File: src/hw/rtl/ntri_pkg.sv
// ============================================================================
// ntri_pkg
// Shared widths, constants and types of the nearest in-triangle target select.
// ============================================================================
package ntri_pkg;

    localparam int COORD_BITS   = 24;
    localparam int ID_BITS      = 10;
    localparam int FRAC_BITS    = 8;
    localparam int CFG_IDX_BITS = 3;

    // Apex-relative differences, products and cross-product sums
    localparam int DIFF_BITS  = COORD_BITS + 1;
    localparam int PROD_BITS  = 2 * DIFF_BITS;
    localparam int CROSS_BITS = PROD_BITS + 2;
    // Sum of three squares of at most 2^(2*COORD_BITS) stays below 2^PROD_BITS
    localparam int DIST_BITS  = PROD_BITS;

    // Marker height: 30.0 in the coordinate fixed-point format
    localparam logic signed [COORD_BITS:0] MARKER_Y_OFFSET =
        (COORD_BITS + 1)'(30 * (1 << FRAC_BITS));
    localparam logic signed [COORD_BITS:0] MARKER_Y_MAX =
        (COORD_BITS + 1)'((64'd1 << (COORD_BITS - 1)) - 64'd1);

    // Configuration register map
    typedef enum logic [CFG_IDX_BITS-1:0] {
        CFG_ORIGIN_X       = 3'd0,
        CFG_ORIGIN_Y       = 3'd1,
        CFG_ORIGIN_Z       = 3'd2,
        CFG_LEFT_CORNER_X  = 3'd3,
        CFG_LEFT_CORNER_Z  = 3'd4,
        CFG_RIGHT_CORNER_X = 3'd5,
        CFG_RIGHT_CORNER_Z = 3'd6
    } cfg_idx_t;

    // Triangle geometry as held in the configuration registers
    typedef struct packed {
        logic signed [COORD_BITS-1:0] origin_x;
        logic signed [COORD_BITS-1:0] origin_y;
        logic signed [COORD_BITS-1:0] origin_z;
        logic signed [COORD_BITS-1:0] left_x;
        logic signed [COORD_BITS-1:0] left_z;
        logic signed [COORD_BITS-1:0] right_x;
        logic signed [COORD_BITS-1:0] right_z;
    } geom_cfg_t;

    // One judged object, handed from the geometry pipe to the best tracker
    typedef struct packed {
        logic                         valid;
        logic                         last;
        logic                         sel;
        logic [DIST_BITS-1:0]         dist_sq;
        logic [ID_BITS-1:0]           id;
        logic signed [COORD_BITS-1:0] x;
        logic signed [COORD_BITS-1:0] my;
        logic signed [COORD_BITS-1:0] z;
    } judged_t;

endpackage

File: src/hw/rtl/ntri_best.sv
// ============================================================================
// ntri_best
// Running nearest-object register and the result register of a scan.
// ============================================================================
module ntri_best
    import ntri_pkg::*;
(
    input  logic                         clk,
    input  logic                         rst_n,
    input  judged_t                      judged,
    output logic                         advance,
    output logic                         res_valid,
    input  logic                         res_stall,
    output logic                         found,
    output logic [ID_BITS-1:0]           target_id,
    output logic signed [COORD_BITS-1:0] marker_x,
    output logic signed [COORD_BITS-1:0] marker_y,
    output logic signed [COORD_BITS-1:0] marker_z
);

    logic                         best_valid_reg;
    logic [DIST_BITS-1:0]         best_dist_reg;
    logic [ID_BITS-1:0]           best_id_reg;
    logic signed [COORD_BITS-1:0] best_x_reg, best_my_reg, best_z_reg;

    logic                         res_valid_reg, found_reg;
    logic [ID_BITS-1:0]           target_id_reg;
    logic signed [COORD_BITS-1:0] marker_x_reg, marker_y_reg, marker_z_reg;

    logic take, upd, close_scan, res_valid_next;

    // Pipe holds only when a scan end meets a result not yet taken
    always_comb
    begin
        advance        = !(judged.valid && judged.last && res_valid_reg && res_stall);
        take           = judged.valid && advance;
        // Strictly nearer replaces, ties keep the earlier object
        upd            = judged.sel && (!best_valid_reg || (judged.dist_sq < best_dist_reg));
        close_scan     = take && judged.last;
        res_valid_next = (res_valid_reg && res_stall) || close_scan;
    end

    // Control: best flag and result valid
    always_ff @(posedge clk or negedge rst_n)
    begin
        if (!rst_n)
        begin
            best_valid_reg <= 1'b0;
            res_valid_reg  <= 1'b0;
        end
        else
        begin
            res_valid_reg <= res_valid_next;
            if (close_scan)
            begin
                best_valid_reg <= 1'b0;
            end
            else if (take && upd)
            begin
                best_valid_reg <= 1'b1;
            end
        end
    end

    // Best payload
    always_ff @(posedge clk)
    begin
        if (take && upd)
        begin
            best_dist_reg <= judged.dist_sq;
            best_id_reg   <= judged.id;
            best_x_reg    <= judged.x;
            best_my_reg   <= judged.my;
            best_z_reg    <= judged.z;
        end
    end

    // Result word: the scan's last object is judged before closing
    always_ff @(posedge clk)
    begin
        if (close_scan)
        begin
            if (upd)
            begin
                found_reg     <= 1'b1;
                target_id_reg <= judged.id;
                marker_x_reg  <= judged.x;
                marker_y_reg  <= judged.my;
                marker_z_reg  <= judged.z;
            end
            else if (best_valid_reg)
            begin
                found_reg     <= 1'b1;
                target_id_reg <= best_id_reg;
                marker_x_reg  <= best_x_reg;
                marker_y_reg  <= best_my_reg;
                marker_z_reg  <= best_z_reg;
            end
            else
            begin
                found_reg     <= 1'b0;
                target_id_reg <= '0;
                marker_x_reg  <= '0;
                marker_y_reg  <= '0;
                marker_z_reg  <= '0;
            end
        end
    end

    assign res_valid = res_valid_reg;
    assign found     = found_reg;
    assign target_id = target_id_reg;
    assign marker_x  = marker_x_reg;
    assign marker_y  = marker_y_reg;
    assign marker_z  = marker_z_reg;

endmodule

File: config.mk
export PLATFORM = sky130hd
export DESIGN_NAME = ntri_best
export DESIGN_NICKNAME = d
export VERILOG_FILES = /design/src/hw/rtl/ntri_pkg.sv /design/src/hw/rtl/ntri_best.sv
export SDC_FILE = /design/constraint.sdc
export NUM_CORES = 1
export LEC_CHECK = 0
export BUFFER_PORTS_ARGS = -buffer_cell sky130_fd_sc_hd__buf_2
export CAP_MARGIN = 20
export CELL_PAD_IN_SITES_DETAIL_PLACEMENT = 1
export CELL_PAD_IN_SITES_GLOBAL_PLACEMENT = 2
export CORE_MARGIN = 3
export CORE_UTILIZATION = 40
export CTS_CLUSTER_DIAMETER = 120
export DETAILED_ROUTE_END_ITERATION = 12
export PLACE_DENSITY = 0.95
export REMOVE_ABC_BUFFERS = 1
export SLEW_MARGIN = 15
export SYNTH_ARGS = -nofsm -noshare
export SYNTH_HDL_FRONTEND = slang
export SYNTH_SLANG_ARGS = --single-unit
File: constraint.sdc
create_clock -name clk -period 8.4 [get_ports clk]
set_clock_uncertainty 0.1 [all_clocks]
set_input_delay 0.84 -clock clk [delete_from_list [all_inputs] [get_ports clk]]
set_output_delay 0.84 -clock clk [all_outputs]
set_load 0.03 [all_outputs]
# Word level (Yosys, flattened, before mapping)
# Cells that the tools add are included.
# W data, S select, Z words.
# word_totals
regBits	217
in_bits	138
output_inout_bits	85
wordCells	37
# classes
n_lt_le_gt_ge	1
mux	11
n_reduce_logical	13
# op_table
cell	n
$mux W24	6
$lt A50 B50 Y1	1
$mux W10	2
$logic_and A1 B1 Y1	8
$mux W1	3
$logic_not A1 Y1	2
$logic_or A1 B1 Y1	2
$reduce_bool A2 Y1	1

# Longest topological paths before layout
# Gate-level depths: netlist of run 1.
# depth
ltp_word	8
mapped_depth	11
ltp_nobuf	9

# Least setup slack after synthesis of run 1
# OpenSTA, ideal clock, no wires.
# synth_timing
path_type	input to register
from	input port judged[85] (netlist name)
to	register best_dist_reg[0] (enable)
setup_time_ps	508
arrival_time_ps	5576
t_required_ps	7792
slack_ps	2215
cell_stages	10
path_buffers	2
cell_sequence	ha_1 a211o_1 a21oi_1 o21ai_1 a211o_1 a32oi_1 a21boi_2 buf_6 buf_6 and3_1
# synth_between
elab_chain_len	4
# synth_lines
element	line_no	source
start, declared	ntri_best.sv:10	input judged_t judged,
$lt A50 B50 Y1	ntri_best.sv:38	upd = judged.sel && (!best_valid_reg || (judged.dist_sq < best_dist_reg));
$logic_or A1 B1 Y1	ntri_best.sv:38	
$logic_and A1 B1 Y1	ntri_best.sv:38	
$logic_and A1 B1 Y1	ntri_best.sv:68	if (take && upd)
end signal, assigned	ntri_best.sv:70	best_dist_reg <= judged.dist_sq;
end, declared	ntri_best.sv:22	logic [DIST_BITS-1:0] best_dist_reg;
# Every way passes these cells.
# A chain may end at the register's enable or synchronous reset.

# Worst setup path after layout of run 1
# layout_timing
from	input port judged[85] (netlist name)
to	register best_x_reg[6] (enable)
# layout_between
elab_chain_len	4
# layout_lines
element	line_no	source
$lt A50 B50 Y1	ntri_best.sv:38	
$logic_or A1 B1 Y1	ntri_best.sv:38	
$logic_and A1 B1 Y1	ntri_best.sv:38	
$logic_and A1 B1 Y1	ntri_best.sv:68	
end signal, assigned	ntri_best.sv:72	best_x_reg <= judged.x;
end, declared	ntri_best.sv:24	logic signed [COORD_BITS-1:0] best_x_reg, best_my_reg, best_z_reg;
# Every way passes these cells.

==> results of run 1 <==
==> critical path, delay by kind of cell <==
family,cells,cell delay (ns)
compound gates,6,1.25
fa+ha+maj,1,0.30
buf+inv,3,1.48
simple gates,1,0.33
==> stage by stage <==
step,cells,setup slack (ns),total power [mW]
6_report,1035,3.979,2.636
2_1_floorplan,491,0.7571,1.553
5_1_grt,1035,3.682,2.753
3_5_place_dp,993,3.472,1.679
3_3_place_gp,993,3.519,1.661
4_1_cts,1033,3.973,2.668
==> area by class of cell <==
type                    count  share of cell area (%)
diodes                      2                 0.04642
clock buffers              27                   5.478
clock inverters            13                   1.265
inverters                  50                   1.741
multi-input cells         224                   17.28
flip-flops and latches    217                   60.35
well taps                 275                   3.191
repair buffers            227                   10.65
==> kinds of logic (layout without fill, tap and decap cells) <==
group / after synthesis / after routing / share of synthesized area [%]
other: 0 / 2 / 0
buffers and inverters: 67 / 317 / 3.642
adder cells (fa/ha/maj): 49 / 49 / 7.081
flip-flops: 217 / 217 / 75.14
AND/OR/NAND/NOR: 47 / 47 / 2.775
AO/OA/AOI/OAI: 128 / 128 / 11.36
==> power by group through the flow <==
stage,logic (mW),registers (mW),clock network (mW)
final,0.335,1.32,0.985
after global routing,0.371,1.32,1.06
after CTS,0.341,1.32,1.01
after detailed placement,0.338,1.34,0
after global placement,0.326,1.33,0
after floorplan,0.156,1.40,0
==> metal layers <==
metal	vias to the layer above	wire, um	global-route usage, %
met3	29	1757	3.879
met2	231	9451	27.00
met4	2	310	3.649
li1	2479	-	-
met5	-	20	0
met1	2526	8414	22.38
==> layout by cell type (no fill, tap or decap), types with 2 or more instances in the layout <==
master and count:
clkbuf_16 23, buf_2 222, o211ai_1 2, bufinv_16 3, o21ai_0 7, a22o_1 82, a21oi_1 25, inv_1 50
clkinv_1 5, buf_4 5, nand3_1 5, nand2_1 19, diode_2 2, dfrtp_1 2, nor2_1 5, clkinv_2 4
ha_1 49, nand4_1 10, a211o_1 2, nand2b_1 2, clkbuf_1 4, o21ai_1 3, edfxtp_1 215, nor4_2 2
a221oi_1 2
==> final timing paths <==
| kind | startpoint | end | slack [ns] | depth (start not counted) |
|---|---|---|---|---|
| setup / recovery | judged[85] | best_x_reg[6] | 3.98 | 11 |
| hold / removal | rst_n | best_valid_reg | 0.03 | 1 |
| setup reg to reg | best_dist_reg[3] | best_x_reg[6] | 4.07 | 11 |
| hold reg to reg | best_z_reg[19] | marker_z[19] | 0.43 | 1 |
| max in group asynchronous | rst_n | res_valid | 8.07 | 1 |
| min in group clk | best_z_reg[19] | marker_z[19] | 0.43 | 1 |
==> metrics.md, run 1 <==
| Metric | Value |
|---|---|
| Fillcell total | 2109 |
| Mean Syn Cell Area | 17.04 um^2 |
| Area delta synth->final | 24.52% |
| Logic pwr share | 12.7% |
| Total die area | 0.02345 mm^2 |
| Largest register FFs | 50 |
| Final Instance Area | 0.01078 mm^2 |
| H-Tree Depth | 1 |
| Die Ht | 153.1 um |
| Crit path time final | 4.421 ns |
| Worst min-delay path category | input pin to async pin |
| Unrepaired setup endpoints after global routing | no |
| Chip width | 153.1 um |
| Clock Pin Slew Worst Setup and Hold Paths | 0.06 ns |
| Post-CTS Setup Bufs | 0 |
| Final core occ | 50.97% |
| DP Area | 0.01005 mm^2 |
| #FFs+latches synth | 217 |
| Grt total ovfl | 0 |
| Core Area | 0.02115 mm^2 |
| TritonCTS buffer count | 23 |
| Number of I/O pins | 223 |
| CTS Root Cell | clkbuf_16 |
| Least-Margin Pin Slew | 1.031 ns |
| Register area share after synthesis | 75.14% |
| Worst skew pair latency | 0.49 ns |
| Routed len/inst | 19.28 um |
| Area leader, netlist | edfxtp_1 |
| CP Capture Type | flip-flop |
| Slowest CP cell | buf_4 |
| Final WL | 19950 um |
| Syn Inst Count | 508 |
| Initial antenna violation count | 3 |
| Largest stage delay, worst path | 0.71 ns |
| Yosys Warn Count | 0 |
| Critical path, cell by cell | buf_2 > ha_1 > a211o_1 > a21oi_1 > o21ai_1 > a211o_1 > a32oi_1 > a21boi_4 > buf_4 > and3_4 > buf_4 |
| PD cells | 244.5 mW/mm^2 |
| Area share of the largest cell type after synthesis | 74.57% |
| GR Util All Layers | 16.40% |
| Final hold slack | 0.02796 ns |
| # port buffers | 222 |
| Layout cells sized above 1 | 34.96% |
| Sw frac | 23.87% |
| First-pass DRT Iterations | 4 |
| Register share of total power | 49.9% |
| Final period utilization | 52.63% |
| Synth top area cells | edfxtp_1, a22o_1, ha_1, inv_1, a21oi_1 |
| Crit Path Max Fanout | 83 |
| First-pass GRT wire length | 30860 um |
| CP Launch Type | input pin |
| Sum of negative setup slack | 0 ns |
| WP data required | 8.40 ns |
| Post-synthesis async set-or-reset flop share | 0.9217% |
| Via count | 5267 |
| CTS tree | done |
| Clock network power share | 37.4% |
| DRC | 0 |
| Max Cap Viol | 0 |
| VDD IR max | 0.1051 mV |
| Netlist cell types | 27 |
| Post-synth EDFFs | 215 |
| Outcome | complete, no violations |
| ANT nets after route | 0 |
| Synth top cells by count | edfxtp_1, a22o_1, inv_1 |
| Nets | 930 |
| Endpoints failing hold | 0 |
| Relative slew margins | 31.28% |
| Crit path kind | input pin to flip-flop |
| Leakage | 4.441 nW |
| Internal power | 2.007 mW |
| Placer Congestion | 0.7511 |
| CTS Sinks | 217 |
| Max clock buf depth | 3 |
| Initial core utilization | 40.93% |
| Largest net degree at the start of global routing | 84 |
| Max Clk Rate | 0.2262 GHz |
| Ys flop type | edfxtp_1 |
| DPL Wire Length | 14210 um |
| Via density | 5.089 |
| Psw | 0.6290 mW |
| Slew Viols, Final | 0 |
| CTS Hold Buffers Added | 0 |
| DR iter-0 viols | 273 |
| Area of the multi-input gates | 0.001863 mm^2 |
| Most common cell in the netlist | edfxtp_1 |
| Row count | 53 |
| Register Area | 0.006506 mm^2 |
| Critical path arrival | 4.42 ns |
| CTS resizes | 0 |
| Synthesized area | 0.008658 mm^2 |
| Vias in the first global route | 5546 |
| Setup violators final | 0 |
No activity file was read; power rests on OpenSTA's default activity.
==> run 2: changes to the inputs <==
CORE_UTILIZATION = 33   (was 40)
PLACE_DENSITY = 0.87   (was 0.95)
clock period = 3.9 ns   (was 8.4 ns; I/O delays follow)
==> run 2 against run 1 <==
Sequential cell count unchanged. Non-clock buffer count increased by 135. Critical path type unchanged. Worst hold slack about the same. Sequential power increased by 120%. Setup slack got worse by 3.5 ns. Critical path depth unchanged. Clock power increased by 120%. Via count increased by 13%. Die area increased by 20%. Global-route usage decreased by 0.30 points. Critical endpoint is now best_my_reg[2]. Count of clock-buffer cells in the layout increased by 5.
==> metrics.md, run 2 (synthesis results as in run 1) <==
| Metric | Value |
|---|---|
| Outcome | complete, no violations |
| Leakage | 5.048 nW |
| Worst min-delay path category | input pin to flip-flop |
| Routed len/inst | 19.25 um |
| Critical path arrival | 3.43 ns |
| Slowest CP cell | dlygate4sd3_1 |
| CP Capture Type | flip-flop |
| WP data required | 3.95 ns |
| # port buffers | 222 |
| Most frequent cells in the layout | buf_2, edfxtp_1, dlygate4sd3_1 |
| Max Cap Viol | 0 |
| Psw | 1.444 mW |
| Unrepaired setup endpoints after global routing | no |
| First-pass DRT Iterations | 4 |
| Final WS setup | 0.5205 ns |
| Chip width | 168.0 um |
| Clock network power share | 37.0% |
| Endpoints failing hold | 0 |
| Largest register FFs | 50 |
| N_diodes | 0 |
| First-pass GRT wire length | 36290 um |
| Worst skew pair latency | 0.50 ns |
| Least-Margin Pin Slew | 0.6048 ns |
| Final WL | 23600 um |
| Initial antenna violation count | 1 |
| Nets | 1066 |
| Clock Pin Slew Worst Setup and Hold Paths | 0.06 ns |
| Max clock buf depth | 3 |
| Vias in the first global route | 6539 |
| ANT nets after route | 0 |
| Placer Congestion | 0.7401 |
| Die Ht | 168.0 um |
| DR iter-0 viols | 544 |
| Fillcell total | 2530 |
| Final period utilization | 86.65% |
| Max Clk Rate | 0.2959 GHz |
| Most used cell, CP | a211o_1 |
| Reg2reg setup slack | 0.71 ns |
| Largest stage delay, worst path | 0.53 ns |
| Area delta synth->final | 41.97% |
| Register share of total power | 48.0% |
| Total die area | 0.02822 mm^2 |
| Logic pwr share | 15.0% |
| CP Launch Type | input pin |
| Crit path time final | 3.379 ns |
| CTS tree | done |
| Row count | 58 |
| Slew Viols, Final | 0 |
| Grt total ovfl | 0 |
| PD cells | 481.0 mW/mm^2 |
| Pre-CTS setup slack | 0.4776 ns |
| DRC | 0 |
| CTS Root Cell | clkbuf_16 |
| CTS Sinks | 217 |
| H-Tree Depth | 1 |
| Crit Path Max Fanout | 65 |
| Layout cells sized above 1 | 30.36% |
| Crit path kind | input pin to flip-flop |
| Post-CTS Setup Bufs | 0 |
| TritonCTS buffer count | 24 |
| Largest net degree at the start of global routing | 84 |
| Via count | 5930 |
| WP buf/inv | 3 |
| VDD IR max | 0.2570 mV |
| Number of I/O pins | 223 |
| Setup violators final | 0 |
| Sw frac | 24.41% |
| Leading cell type in the layout, fill and taps excluded | buf_2 |
| Initial core utilization | 33.99% |
| Core Area | 0.02547 mm^2 |
| GR Util All Layers | 16.09% |
| Critical path, cell by cell | dlygate4sd3_1 > buf_2 > ha_1 > a211o_1 > a21oi_1 > o21ai_1 > a211o_1 > a32oi_1 > a21boi_4 > and3_4 > buf_12 |
| Power Total | 5.912 mW |
| Critical path's top delay family | compound AO/OA/AOI/OAI gates |
| Via density | 4.837 |
| DPL Wire Length | 15020 um |
| Internal power | 4.469 mW |
| Relative slew margins | 59.53% |
==> run 2: changes by cell type in the layout (fill, tap and decap cells not counted), moves of 2 or more <==
| cell | delta |
|---|---|
| buf_12 | +6 |
| clkbuf_1 | +3 |
| clkbuf_16 | +2 |
| clkinv_1 | -2 |
| diode_2 | -2 |
| dlygate4sd3_1 | +130 |
==> run 2: metrics by stage <==
stage          util (%)  hold slack (ns)  TNS [ns]  instances  area [um^2]
2_1_floorplan         -        -0.005591   -540.56        491         8531
3_3_place_gp      40.17          0.07939         0       1053        10230
3_5_place_dp      40.17          0.08655         0       1053        10230
4_1_cts           48.26        0.0006571         0       1226        12290
5_1_grt           48.26         0.001130         0       1226        12290
6_report          48.26          0.02794         0       1226        12290
==> run 2: power groups by stage <==
stage	Clock [mW]	Sequential [mW]	Combinational, mW
final	2.19	2.84	0.885
after global placement	0	2.87	0.746
after detailed placement	0	2.88	0.774
after floorplan	0	3.01	0.337
after global routing	2.37	2.85	0.963
after CTS	2.26	2.84	0.883
==> run 2: area by class of cell <==
type / count / area [um^2] / area share (%)
Timing Repair Buffer: 362 / 2562 / 20.85
Tap cell: 330 / 412.9 / 3.359
Clock inverter: 11 / 107.6 / 0.8754
Clock buffer: 32 / 651.9 / 5.303
Multi-Input combinational cell: 224 / 1863 / 15.16
Inverter: 50 / 187.7 / 1.527
Sequential cell: 217 / 6506 / 52.93
==> run 2: final timing paths <==
check                                  startpoint              end  depth (start not counted)
worst max-delay path                   judged[85]   best_my_reg[2]                         11
worst min-delay path                   judged[35]  best_my_reg[11]                          1
worst max register to register  best_dist_reg[28]   best_my_reg[2]                         10
worst min register to register     best_x_reg[14]     marker_x[14]                          1
max in group asynchronous                   rst_n   best_valid_reg                          2
min in group asynchronous                   rst_n        res_valid                          2
==> run 2: routing by layer <==
| layer | vias to the layer above | global-route usage [%] | part of all wire (%) | routed length, um |
|---|---|---|---|---|
| met1 | 2865 | 19.30 | 39 | 9178 |
| met4 | 2 | 3.842 | 1.9 | 442 |
| met5 | - | 0 | 0.030 | 7 |
| met3 | 40 | 3.569 | 8.1 | 1911 |
| li1 | 2751 | - | - | - |
| met2 | 272 | 29.45 | 51 | 12060 |
==> run 2: what timing repair did <==
action	CTS	global route
hold endpoints to repair	131	0
hold buffers	130	0
gates resized for setup	0	0
